## config.mk

```make
export PLATFORM = sky130hd
export DESIGN_NAME = short_descriptor_table_walker_core_flat
export DESIGN_NICKNAME = d
export VERILOG_FILES = /design/src/rtl/sdtw_pkg.sv /design/src/rtl/sdtw_if.sv /design/src/rtl/sdtw_front.sv /design/src/rtl/sdtw_queue.sv /design/src/rtl/sdtw_back.sv /design/src/rtl/short_descriptor_table_walker_core.sv /design/src/flat_wrapper.sv
export VERILOG_INCLUDE_DIRS = /design/src /design/src/rtl
export SDC_FILE = /design/constraint.sdc
export NUM_CORES = 1
export LEC_CHECK = 0
export BUFFER_PORTS_ARGS = -buffer_cell sky130_fd_sc_hd__buf_4
export CELL_PAD_IN_SITES_DETAIL_PLACEMENT = 1
export CELL_PAD_IN_SITES_GLOBAL_PLACEMENT = 1
export CORE_MARGIN = 2
export CORE_UTILIZATION = 25
export CTS_BUF_LIST = sky130_fd_sc_hd__clkbuf_4 sky130_fd_sc_hd__clkbuf_8
export CTS_CLUSTER_DIAMETER = 60
export DETAILED_ROUTE_END_ITERATION = 10
export HOLD_SLACK_MARGIN = 0.12
export PLACE_DENSITY = 0.46
export SYNTH_ARGS = -nofsm -noshare
export SYNTH_HDL_FRONTEND = slang
export SYNTH_SLANG_ARGS = --single-unit
```

## constraint.sdc

```tcl
create_clock -name clk -period 7.9 [get_ports clk]
set_clock_uncertainty 0.1 [all_clocks]
set_input_delay 1.185 -clock clk [delete_from_list [all_inputs] [get_ports clk]]
set_output_delay 1.185 -clock clk [all_outputs]
set_load 0.01 [all_outputs]
```

## src/rtl/short_descriptor_table_walker_core_macros.svh

```systemverilog
// ----------------------------------------------------------------------------
// Assertion macros for the short-descriptor table walker
// Concurrent assertion wrappers that are clocked on clk and disabled during rst.
// ----------------------------------------------------------------------------
`ifndef SHORT_DESCRIPTOR_TABLE_WALKER_CORE_MACROS_SVH
`define SHORT_DESCRIPTOR_TABLE_WALKER_CORE_MACROS_SVH

`ifndef NO_ASSERTIONS

// The consequent must hold in the same cycle as the antecedent.
`define SDTW_ASSERT_SAME(label, ante, cons) \
  label: assert property (@(posedge clk) disable iff (rst) (ante) |-> (cons)) \
    else $error("sdtw assertion failed");

// The consequent must hold in the cycle after the antecedent.
`define SDTW_ASSERT_NEXT(label, ante, cons) \
  label: assert property (@(posedge clk) disable iff (rst) (ante) |=> (cons)) \
    else $error("sdtw assertion failed");

`else

`define SDTW_ASSERT_SAME(label, ante, cons)
`define SDTW_ASSERT_NEXT(label, ante, cons)

`endif

`endif

```

## src/rtl/sdtw_pkg.sv

```systemverilog
// ----------------------------------------------------------------------------
// Short-descriptor table walker package
// Shared item types, operation codes and field constants.
// ----------------------------------------------------------------------------
package sdtw_pkg;

  localparam int unsigned QUEUE_DEPTH_DEFAULT = 2;

  // Input actions.
  localparam logic ACT_START = 1'b0;
  localparam logic ACT_DESC  = 1'b1;

  // Result kinds.
  localparam logic KIND_REQ  = 1'b0;
  localparam logic KIND_DONE = 1'b1;

  // Page kinds.
  localparam logic [1:0] PK_SECTION      = 2'd0;
  localparam logic [1:0] PK_SUPERSECTION = 2'd1;
  localparam logic [1:0] PK_LARGE        = 2'd2;
  localparam logic [1:0] PK_SMALL        = 2'd3;

  // Walk status.
  localparam logic [2:0] ST_OK       = 3'd0;
  localparam logic [2:0] ST_L1_FAULT = 3'd1;
  localparam logic [2:0] ST_L2_FAULT = 3'd2;
  localparam logic [2:0] ST_RESERVED = 3'd3;
  localparam logic [2:0] ST_ORDER    = 3'd4;

  // Descriptor type field, bits 1:0.
  localparam logic [1:0] DESC_FAULT    = 2'd0;
  localparam logic [1:0] DESC_TABLE    = 2'd1;
  localparam logic [1:0] DESC_SECTION  = 2'd2;
  localparam logic [1:0] DESC_RESERVED = 2'd3;

  // Level-2 descriptor type field.
  localparam logic [1:0] L2_FAULT = 2'd0;
  localparam logic [1:0] L2_LARGE = 2'd1;

  // Bit of a section descriptor that marks a supersection.
  localparam int unsigned SUPER_BIT = 18;

  // Configuration register indexes.
  localparam logic CFG_TTB0 = 1'b0;
  localparam logic CFG_TTB1 = 1'b1;

  typedef struct packed {
    logic        action;
    logic [31:0] virt_addr;
    logic        base_select;
    logic [31:0] read_word;
  } in_item_t;

  typedef struct packed {
    logic        kind;
    logic [31:0] read_address;
    logic [39:0] phys_addr;
    logic [1:0]  page_kind;
    logic [2:0]  status;
  } out_item_t;

  // Operation handed from the front end to the back end.
  typedef enum logic [1:0] {
    OP_START = 2'd0,
    OP_ORDER = 2'd1,
    OP_L1    = 2'd2,
    OP_L2    = 2'd3
  } op_t;

  typedef struct packed {
    op_t         op;
    logic [31:0] va;
    logic [31:0] word;
  } q_entry_t;

  typedef struct packed {
    logic     valid;
    q_entry_t entry;
  } q_port_t;

endpackage

```

## src/rtl/sdtw_if.sv

```systemverilog
// ----------------------------------------------------------------------------
// Short-descriptor table walker channels
// Valid/ready channels for walk items and walk results.
// ----------------------------------------------------------------------------
interface sdtw_in_if;
  import sdtw_pkg::*;

  logic     valid;
  logic     ready;
  in_item_t payload;

  modport source (output valid, output payload, input ready);
  modport sink (input valid, input payload, output ready);
endinterface

interface sdtw_out_if;
  import sdtw_pkg::*;

  logic      valid;
  logic      ready;
  out_item_t payload;

  modport source (output valid, output payload, input ready);
  modport sink (input valid, input payload, output ready);
endinterface

```

## src/rtl/sdtw_front.sv

```systemverilog
// ----------------------------------------------------------------------------
// Walker front end
// Tracks the walk stage, classifies each transaction and queues an operation.
// ----------------------------------------------------------------------------
module sdtw_front (
  input  logic              clk,
  input  logic              rst,
  input  logic              in_valid,
  input  logic              in_ready,
  input  sdtw_pkg::in_item_t in_item,
  input  logic [31:0]       ttb0,
  input  logic [31:0]       ttb1,
  output sdtw_pkg::q_port_t wr
);
  import sdtw_pkg::*;

  typedef enum logic [1:0] {
    STG_IDLE = 2'd0,
    STG_L1   = 2'd1,
    STG_L2   = 2'd2
  } stage_t;

  stage_t      stage;
  stage_t      stage_next;
  logic [31:0] held_va;
  logic [31:0] held_va_next;
  logic        accept;

  assign accept = in_valid && in_ready;

  always_comb begin
    stage_next     = stage;
    held_va_next   = held_va;
    wr.valid       = accept;
    wr.entry.op    = OP_ORDER;
    wr.entry.va    = held_va;
    wr.entry.word  = in_item.read_word;
    if (in_item.action == ACT_START) begin
      if (stage == STG_L1 || stage == STG_L2) begin
        wr.entry.op = OP_ORDER;
      end else begin
        wr.entry.op   = OP_START;
        wr.entry.va   = in_item.virt_addr;
        wr.entry.word = in_item.base_select ? ttb1 : ttb0;
        held_va_next  = in_item.virt_addr;
        stage_next    = STG_L1;
      end
    end else begin
      unique case (stage)
        STG_L1: begin
          wr.entry.op = OP_L1;
          stage_next  = (in_item.read_word[1:0] == DESC_TABLE) ? STG_L2 : STG_IDLE;
        end
        STG_L2: begin
          wr.entry.op = OP_L2;
          stage_next  = STG_IDLE;
        end
        default: begin
          // A descriptor while idle is out of order and leaves the state alone.
          wr.entry.op = OP_ORDER;
          stage_next  = STG_IDLE;
        end
      endcase
    end
  end

  always_ff @(posedge clk) begin
    if (rst) begin
      stage   <= STG_IDLE;
      held_va <= '0;
    end else if (accept) begin
      stage   <= stage_next;
      held_va <= held_va_next;
    end
  end

endmodule

```

## src/rtl/sdtw_queue.sv

```systemverilog
// ----------------------------------------------------------------------------
// Walker operation queue
// Small FIFO that decouples the front end from the back end.
// ----------------------------------------------------------------------------
module sdtw_queue #(
  parameter int unsigned QUEUE_DEPTH = sdtw_pkg::QUEUE_DEPTH_DEFAULT
) (
  input  logic              clk,
  input  logic              rst,
  input  sdtw_pkg::q_port_t wr,
  output logic              full,
  input  logic              pop,
  output sdtw_pkg::q_port_t head,
  output logic [$clog2(QUEUE_DEPTH+1)-1:0] count
);
  import sdtw_pkg::*;

  localparam int unsigned PtrW = $clog2(QUEUE_DEPTH);
  localparam int unsigned CntW = $clog2(QUEUE_DEPTH + 1);

  q_entry_t          slots [QUEUE_DEPTH];
  logic [PtrW-1:0]   wr_ptr;
  logic [PtrW-1:0]   rd_ptr;
  logic              do_push;
  logic              do_pop;

  assign full       = (count == CntW'(QUEUE_DEPTH));
  assign do_push    = wr.valid && !full;
  assign do_pop     = pop && (count != '0);
  assign head.valid = (count != '0);
  assign head.entry = slots[rd_ptr];

  always_ff @(posedge clk) begin
    if (do_push) begin
      slots[wr_ptr] <= wr.entry;
    end
  end

  always_ff @(posedge clk) begin
    if (rst) begin
      wr_ptr <= '0;
      rd_ptr <= '0;
      count  <= '0;
    end else begin
      if (do_push) begin
        wr_ptr <= (wr_ptr == PtrW'(QUEUE_DEPTH - 1)) ? '0 : wr_ptr + PtrW'(1);
      end
      if (do_pop) begin
        rd_ptr <= (rd_ptr == PtrW'(QUEUE_DEPTH - 1)) ? '0 : rd_ptr + PtrW'(1);
      end
      if (do_push && !do_pop) begin
        count <= count + CntW'(1);
      end else if (do_pop && !do_push) begin
        count <= count - CntW'(1);
      end
    end
  end

endmodule

```

## src/rtl/sdtw_back.sv

```systemverilog
// ----------------------------------------------------------------------------
// Walker back end
// Builds read requests and translations and holds them in the output register.
// ----------------------------------------------------------------------------
module sdtw_back (
  input  logic                clk,
  input  logic                rst,
  input  sdtw_pkg::q_port_t   head,
  output logic                pop,
  output logic                out_valid,
  input  logic                out_ready,
  output sdtw_pkg::out_item_t out_item
);
  import sdtw_pkg::*;

  out_item_t res;
  logic [31:0] va;
  logic [31:0] d;

  assign va  = head.entry.va;
  assign d   = head.entry.word;
  assign pop = head.valid && (!out_valid || out_ready);

  always_comb begin
    res.kind         = KIND_DONE;
    res.read_address = '0;
    res.phys_addr    = '0;
    res.page_kind    = PK_SECTION;
    res.status       = ST_OK;
    unique case (head.entry.op)
      OP_START: begin
        res.kind         = KIND_REQ;
        res.read_address = {d[31:14], va[31:20], 2'b00};
      end
      OP_ORDER: begin
        res.status = ST_ORDER;
      end
      OP_L1: begin
        case (d[1:0])
          DESC_FAULT: res.status = ST_L1_FAULT;
          DESC_TABLE: begin
            res.kind         = KIND_REQ;
            res.read_address = {d[31:10], va[19:12], 2'b00};
          end
          DESC_SECTION: begin
            if (d[SUPER_BIT]) begin
              res.phys_addr = {d[8:5], d[23:20], d[31:24], va[23:0]};
              res.page_kind = PK_SUPERSECTION;
            end else begin
              res.phys_addr = {8'h00, d[31:20], va[19:0]};
            end
          end
          default: res.status = ST_RESERVED;
        endcase
      end
      default: begin
        case (d[1:0])
          L2_FAULT: res.status = ST_L2_FAULT;
          L2_LARGE: begin
            res.phys_addr = {8'h00, d[31:16], va[15:0]};
            res.page_kind = PK_LARGE;
          end
          default: begin
            res.phys_addr = {8'h00, d[31:12], va[11:0]};
            res.page_kind = PK_SMALL;
          end
        endcase
      end
    endcase
  end

  always_ff @(posedge clk) begin
    if (rst) begin
      out_valid <= 1'b0;
    end else if (pop) begin
      out_valid <= 1'b1;
    end else if (out_ready) begin
      out_valid <= 1'b0;
    end
  end

  always_ff @(posedge clk) begin
    if (pop) begin
      out_item <= res;
    end
  end

endmodule

```

## src/rtl/short_descriptor_table_walker_core.sv

```systemverilog
// ----------------------------------------------------------------------------
// Short-descriptor table walker core
// Two-level 32-bit short-descriptor page-table walk with two table bases.
// ----------------------------------------------------------------------------
// Usage: the in_ch channel carries walk transactions. A start transaction
// (action 0) gives a virtual address and selects table base 0 or 1; the block
// answers with a read request for the level-1 descriptor. The caller fetches
// that word and sends it back as a descriptor transaction (action 1). A table
// descriptor produces a second read request for the level-2 descriptor; a
// section, supersection, large or small page produces a finished walk with a
// 40-bit physical address, page kind and status. Every input transaction
// yields exactly one out_ch transaction. Starts during a walk and descriptors
// while idle are answered with an out-of-order status and change nothing.
// An accepted transaction is classified into the operation queue, then moves
// to the output register. Throughput is one transaction per cycle while out_ch
// is ready; it is set by the output register, which is refilled in the cycle
// it is drained. When out_ch stalls, the queue absorbs up to QUEUE_DEPTH
// transactions and then in_ch.ready drops. Reset empties the queue, clears the
// output valid, returns the walk to idle and clears both table base registers.
// Table bases are written through cfg_write_en / cfg_index / cfg_write_data;
// the caller must write them only while idle; the block does not enforce it.
// ----------------------------------------------------------------------------
`include "short_descriptor_table_walker_core_macros.svh"

module short_descriptor_table_walker_core #(
  parameter int unsigned QUEUE_DEPTH = sdtw_pkg::QUEUE_DEPTH_DEFAULT
) (
  input  logic        clk,
  input  logic        rst,
  sdtw_in_if.sink     in_ch,
  sdtw_out_if.source  out_ch,
  input  logic        cfg_write_en,
  input  logic        cfg_index,
  input  logic [31:0] cfg_write_data
);
  import sdtw_pkg::*;

  // Translation table base registers.
  logic [31:0] ttb0;
  logic [31:0] ttb1;

  // Front end to queue, and queue to back end.
  q_port_t wr;
  q_port_t head;
  logic    q_full;
  logic    pop;
  logic [$clog2(QUEUE_DEPTH+1)-1:0] q_count;

  always_ff @(posedge clk) begin
    if (rst) begin
      ttb0 <= '0;
      ttb1 <= '0;
    end else if (cfg_write_en) begin
      unique case (cfg_index)
        CFG_TTB0: ttb0 <= cfg_write_data;
        CFG_TTB1: ttb1 <= cfg_write_data;
        default:  ttb0 <= ttb0;
      endcase
    end
  end

  // The front end takes a new transaction whenever the queue has room; the walk
  // state advances at acceptance so back-to-back transactions see it updated.
  assign in_ch.ready = !q_full;

  sdtw_front u_front (
    .clk      (clk),
    .rst      (rst),
    .in_valid (in_ch.valid),
    .in_ready (in_ch.ready),
    .in_item  (in_ch.payload),
    .ttb0     (ttb0),
    .ttb1     (ttb1),
    .wr       (wr)
  );

  sdtw_queue #(
    .QUEUE_DEPTH (QUEUE_DEPTH)
  ) u_queue (
    .clk   (clk),
    .rst   (rst),
    .wr    (wr),
    .full  (q_full),
    .pop   (pop),
    .head  (head),
    .count (q_count)
  );

  // The back end turns each queued operation into a result and holds it in
  // the output register until out_ch takes it.
  sdtw_back u_back (
    .clk       (clk),
    .rst       (rst),
    .head      (head),
    .pop       (pop),
    .out_valid (out_ch.valid),
    .out_ready (out_ch.ready),
    .out_item  (out_ch.payload)
  );

  // The queue never holds more operations than it has slots.
  `SDTW_ASSERT_SAME(a_queue_bound, 1'b1, q_count <= ($clog2(QUEUE_DEPTH+1))'(QUEUE_DEPTH))

  // A level-2 descriptor always finishes the walk.
  `SDTW_ASSERT_NEXT(a_l2_finishes, pop && head.entry.op == OP_L2, out_ch.payload.kind == KIND_DONE)

  // A start that was accepted always turns into a read request.
  `SDTW_ASSERT_NEXT(a_start_requests, pop && head.entry.op == OP_START, out_ch.payload.kind == KIND_REQ)

  // Any failing walk reports no physical address.
  `SDTW_ASSERT_SAME(a_fault_zero_pa, out_ch.valid && out_ch.payload.status != ST_OK, out_ch.payload.phys_addr == '0)

endmodule

```

## src/flat_wrapper.sv

```systemverilog
// flat-port wrapper written by rule: the top's interface ports become plain ports
module short_descriptor_table_walker_core_flat import sdtw_pkg::*;
#(
  parameter int unsigned QUEUE_DEPTH = sdtw_pkg::QUEUE_DEPTH_DEFAULT
)
  (clk, rst, cfg_write_en, cfg_index, cfg_write_data, in_ch_valid, in_ch_payload, in_ch_ready, out_ch_valid, out_ch_payload, out_ch_ready);
  sdtw_in_if in_ch_i ();
  sdtw_out_if out_ch_i ();
  input  logic clk;
  input  logic rst;
  input  logic cfg_write_en;
  input  logic cfg_index;
  input  logic [31:0] cfg_write_data;
  input wire logic [$bits(in_ch_i.valid)-1:0] in_ch_valid;
  input wire logic [$bits(in_ch_i.payload)-1:0] in_ch_payload;
  output wire logic [$bits(in_ch_i.ready)-1:0] in_ch_ready;
  output wire logic [$bits(out_ch_i.valid)-1:0] out_ch_valid;
  output wire logic [$bits(out_ch_i.payload)-1:0] out_ch_payload;
  input wire logic [$bits(out_ch_i.ready)-1:0] out_ch_ready;
  assign in_ch_i.valid = in_ch_valid;
  assign in_ch_i.payload = in_ch_payload;
  assign in_ch_ready = in_ch_i.ready;
  assign out_ch_valid = out_ch_i.valid;
  assign out_ch_payload = out_ch_i.payload;
  assign out_ch_i.ready = out_ch_ready;
  short_descriptor_table_walker_core #(.QUEUE_DEPTH(QUEUE_DEPTH)) u_core (.clk(clk), .rst(rst), .in_ch(in_ch_i), .out_ch(out_ch_i), .cfg_write_en(cfg_write_en), .cfg_index(cfg_index), .cfg_write_data(cfg_write_data));
endmodule
```

# After elaboration in Yosys (flattened, before gate mapping)
# Memory sizes are Yosys's and may differ from the RTL's. A register that Yosys moved wholly into a read port is not among the register bits.
# Cells that the tools add are included.
# W data, S select, Z words.
word_totals:
  reg_bits: 181
  ram_bits: 132
  memories: 1
op_classes:
  add_sub_neg: 4
  n_eq_ne: 9
  n_mux: 30
  bitwise_logic: 3
  n_reduce_logical: 23
mem_list:
  columns: ["name", "words", "width", "rd", "rd_clocked_by_memory_dff", "write_ports", "line_no", "rtl"]
  rows:
  - ["u_core.u_queue.slots", 2, 66, 1, 1, 1, "sdtw_queue.sv:21", "q_entry_t slots [QUEUE_DEPTH];"]
op_table:
  columns: ["op", "count"]
  rows:
  - ["$mux W64", 2]
  - ["$pmux W42 S2", 1]
  - ["$pmux W34 S2", 1]
  - ["$pmux W33 S2", 1]
  - ["$mux W42", 1]
  - ["$mux W40", 1]
  - ["$mux W33", 1]
  - ["$mux W32", 1]
  - ["$mux W2", 8]
  - ["$mux W1", 10]
  - ["$pmux W3 S3", 1]
  - ["$eq A2 B1 Y1 const B", 4]
  - ["$eq A2 B2 Y1 const B", 4]
  - ["$pmux W2 S2", 2]
  - ["$logic_and A1 B1 Y1", 6]
  - ["$reduce_and A2 Y1", 3]
  - ["$reduce_bool A2 Y1", 3]
  - ["$logic_not A1 Y1", 4]
  - ["$logic_not A2 Y1", 2]
  - ["$reduce_or A2 Y1", 2]
  - ["$not A1 Y1", 3]
  - ["$reduce_and A3 Y1", 1]
  - ["$add A1 B1 Y1 const B", 2]
  - ["$add A2 B1 Y2 const B", 1]
  - ["other kinds (3)", 4]

# Longest topological paths before layout
logic_depth:
  word_depth: 8
  ltp_mapped: 12
  mapped_depth_nobuf: 7

# Hierarchy
# From an unflattened synthesis, not the netlist that was laid out.
unflattened:
  hier_cells: 982
  area_unflattened_um2: 13339.0
by_module_without_submodules:
  columns: ["module", "n_inst", "cells_each", "area_per_inst_um2", "seq_area_each_um2"]
  rows:
  - ["sdtw_queue", 1, 230, 4989.8, 4063.9]
  - ["sdtw_back", 1, 206, 3185.6, 2302.2]
  - ["short_descriptor_table_walker_core", 1, 246, 2697.6, 1281.2]
  - ["sdtw_front", 1, 300, 2466.1, 680.7]

# Worst setup path before layout
# Ideal clock, no wire load.
synth_path:
  kind: "input port to flip-flop"
  from: "input in_ch_valid"
  to: "memory u_core.u_queue.slots[0][0] (netlist name), enable pin"
  setup_ns: 0.482
  arrival_time_ns: 3.852
  required_time_ns: 7.318
  path_slack_ns: 3.466
  cell_stages: 2
  cell_sequence: "nand2_1 -> nor2_1"
synth_via:
  elab_chain_len: 4
synth_rtl:
  columns: ["element", "line_no", "rtl"]
  rows:
  - ["start: declaration", "flat_wrapper.sv:14", "input wire logic [$bits(in_ch_i.valid)-1:0] in_ch_valid;"]
  - ["$logic_and A1 B1 Y1", "sdtw_front.sv:29", "assign accept = in_valid && in_ready;"]
  - ["$logic_and A1 B1 Y1", "sdtw_queue.sv:28", "assign do_push = wr.valid && !full;"]
  - ["$mux W1", "sdtw_queue.sv:34", "if (do_push) begin"]
  - ["$mux W1 (implied by the code)", "sdtw_queue.sv:35", "slots[wr_ptr] <= wr.entry;"]
  - ["end: declaration", "sdtw_queue.sv:21", null]
# Every way passes these cells.

==> impl_metrics.csv <==
group,metric,value,unit
status,outcome,"complete, but fails checks",
status,violations,"DRC",
cts,cts_tree,"built",
final_layout,area_growth,26.1,%
floorplan,die_h,222,um
pwr,p_int,3.55,mW
global_routing,grt_max_degree,61,
cts,clk_pin_slew_worst_paths,0.06,ns
pwr,max-vdd-ir-drop,0.169,mV
placed_design,dp_slack,4.70,ns
cts,root_buffer,"clkbuf_8",
routing,avgViaCountPerCell,4.32,
synthesis,ys_warn_count,0,
cts,clk-insertion-delay-late,0.63,ns
synthesis,avgSynthCellArea,11.5,um^2
synthesis,synth_edf_count,200,
setup_path,critical-path-top-delay-family,"multiplexers",
global_routing,grt-ovfl-total,0,
synthesis,ys_top_cells_by_count,"nand2_1, edfxtp_1, a21oi_1",
final_layout,fin_cells,1875,
synthesis,netlist_area,11900,um^2
cts,cts_buffers,56,
final_layout,drive_above_1_share,0.241,
timing,slew_headroom,0.354,
floorplan,dieArea,49200,um^2
synthesis,synth.ff_latch_count,296,
cts,htree_levels,2,
timing,max_freq,0.332,GHz
routing,drt-pass1-iter-count,7,
synthesis,synth_top_area_share,0.506,
global_routing,antenna_found_initial,0,
global_routing,grtUsageTotal,0.142,
floorplan,die_width,222,um
setup_path,cpPeakStageDelay,0.93,ns
timing,fin_crit_sh,0.381,
timing,setup_viol,0,
global_routing,grt_pass1_vias,8547,
routing,routedWlPerCell,18.6,um
pwr,swShare,0.315,
timing,drv_slew,0,
flow_run,max_cap_violations,0,
synthesis,synth.area.top_cells,"edfxtp_1, dfxtp_1, nand2_1",
cts,cts_setup_buffers,0,
floorplan,fp-row-count,79,
timing,fin_ws,4.89,ns
setup_path,worstPathRequired,8.14,ns
setup_path,arrival,3.25,ns
timing,setup_tns,0,ns
setup_path,cp_max_fo,55,
cts,cts_buffer_depth,3,
pwr,power,5.18,mW
global_routing,grt_first_pass_wirelength,52500,um
cts,cts.sink_count,296,
setup_path,critPathKind,"flip-flop to flip-flop",
placed_design,numPortBuffers,173,
synthesis,async_flop_share,0,
routing,drt_wl_total,34900,um
pwr,power.switching,1.64,mW
placed_design,dpl_cell_area,13700,um^2
cts,cts_hold_buf,0,
setup_path,end_kind,"flip-flop",
final_layout,postLayoutCellArea,15000,um^2
synthesis,synth_cell_type_count,43,
setup_path,path_depth,4,
floorplan,start_util,0.254,
pwr,power_density,347,nW/um^2
setup_path,rr_worst_depth,4,
placed_design,dpl.hpwl,22900,um
floorplan,design.core.area,46700,um^2
final_layout,nets,1329,
setup_path,crit_buf_inv,1,
worst_hold_path,hold_path_class,"flip-flop to flip-flop",
cts,cts_resized,0,
synthesis,synth.most_common_cell,"nand2_1",
routing,drtAntennaViolNets,0,
timing,period_minus_slack,3.01,ns
setup_path,path_cells,"buf_4 > mux2i_1 > mux2_2 > o22ai_1",
synthesis,syn_inst,1034,
pwr,cellLeakagePower,5.68,nW
routing,vias,8104,
synthesis,synth_largest_area_cell,"edfxtp_1",
pwr,combPwrFrac,0.251,
timing,worst_slew_pin_slew,0.943,ns
placed_design,gp_congestion,0.701,
synthesis,synth-seq-area-share,0.668,
worst_hold_path,hold_path_depth,2,
floorplan,io_pins,184,
setup_path,slowest_stage,"dfxtp_4",
routing,drt-initial-drc-count,332,
synthesis,synth-main-ff-cell,"edfxtp_1",
timing,grt_setup_unrepaired,"false",
setup_path,startpoint_type,"flip-flop",
routing,drc,10,
pwr,pwr-share-clk,0.310,
placed_design,dp_cells,1767,
pwr,pwr-share-seq,0.439,
timing,hold_viol,0,
==> layer usage <==
layer  share of wire  track usage  vias up
li1                -            -     3986
met1            0.47        0.192     3893
met2            0.45        0.226      164
met3           0.050       0.0310       61
met4           0.023       0.0501        0
met5               0            0        -
==> power by group through the flow <==
stage / Combinational, mW / Sequential [mW] / Clock [mW]
after global routing: 1.44 / 2.32 / 1.74
after global placement: 1.33 / 2.31 / 0
after CTS: 1.35 / 2.29 / 1.67
final: 1.30 / 2.28 / 1.61
after detailed placement: 1.34 / 2.32 / 0
after floorplan: 0.705 / 2.33 / 0
==> path summary, 6_finish.rpt <==
path                        start                    endpoint  slack, ns
setup / recovery        flip-flop  u_core.u_back.out_item[28]       4.89
hold / removal    u_core.ttb0[23]             u_core.ttb0[23]       0.35
setup reg to reg        flip-flop  u_core.u_back.out_item[28]       4.89
hold reg to reg   u_core.ttb0[23]             u_core.ttb0[23]       0.35
==> final cells by class <==
| cell class | count | area, um^2 |
|---|---|---|
| inverters | 7 | 27.5 |
| well taps | 607 | 759 |
| repair buffers | 189 | 1420 |
| diodes | 3 | 7.51 |
| flip-flops and latches | 296 | 7930 |
| multi-input cells | 668 | 3600 |
| clock inverters | 17 | 158 |
| fillers | 5224 | 31700 |
| clock buffers | 88 | 1050 |
==> tightest hold or removal path, cell delays in order, from the launching register on <==
cell     delay (ns)
dfxtp_1        0.30
nand2_1        0.05
a21oi_1        0.05
==> cell families (layout without fill, tap and decap cells) <==
family | Yosys count | count (layout) | synth area share
other | 1 | 5 | 0.000316
xor gates and xnor gates | 4 | 4 | 0.00295
buffers and inverters | 71 | 301 | 0.0305
muxes | 93 | 93 | 0.0789
adders and majority gates | 7 | 7 | 0.00738
and+or+nand+nor | 391 | 391 | 0.131
AOI/OAI and AO/OA | 171 | 171 | 0.0809
DFF | 296 | 296 | 0.668
==> cell usage in the layout, fill, tap and decap left out, drive strengths merged, types with 3 or more instances in the layout <==
cell / count
a211oi: 3
a21oi: 101
a221oi: 4
a32o: 3
and2: 3
buf: 189
bufinv: 3
clkbuf: 88
clkinv: 13
dfxtp: 96
diode: 3
edfxtp: 200
ha: 7
inv: 6
mux2: 4
mux2i: 89
nand2: 306
nand2b: 4
nand3: 3
nor2: 56
nor2b: 8
o21ai: 34
o22ai: 24
==> flip-flops by register name, indices dropped and copies added, names as in the netlist, named ones only <==
| register | cells |
|---|---|
| u_core.ttb0 | 28 |
| u_core.ttb1 | 28 |
| u_core.u_back.out_item | 76 |
| u_core.u_back.out_valid | 1 |
| u_core.u_front.held_va | 32 |
| u_core.u_front.stage | 2 |
| u_core.u_queue.count | 2 |
| u_core.u_queue.rd_ptr | 1 |
| u_core.u_queue.slots | 124 |
| u_core.u_queue.wr_ptr | 1 |
==> stage by stage <==
step / utilization / hold WS, ns
3_3_place_gp: 0.294 / 0.342
5_1_grt: 0.320 / 0.373
3_5_place_dp: 0.294 / 0.347
6_report: 0.321 / 0.354
4_1_cts: 0.320 / 0.356
2_1_floorplan: - / 0.336
Note: power is estimated with default switching activity, not from simulation.
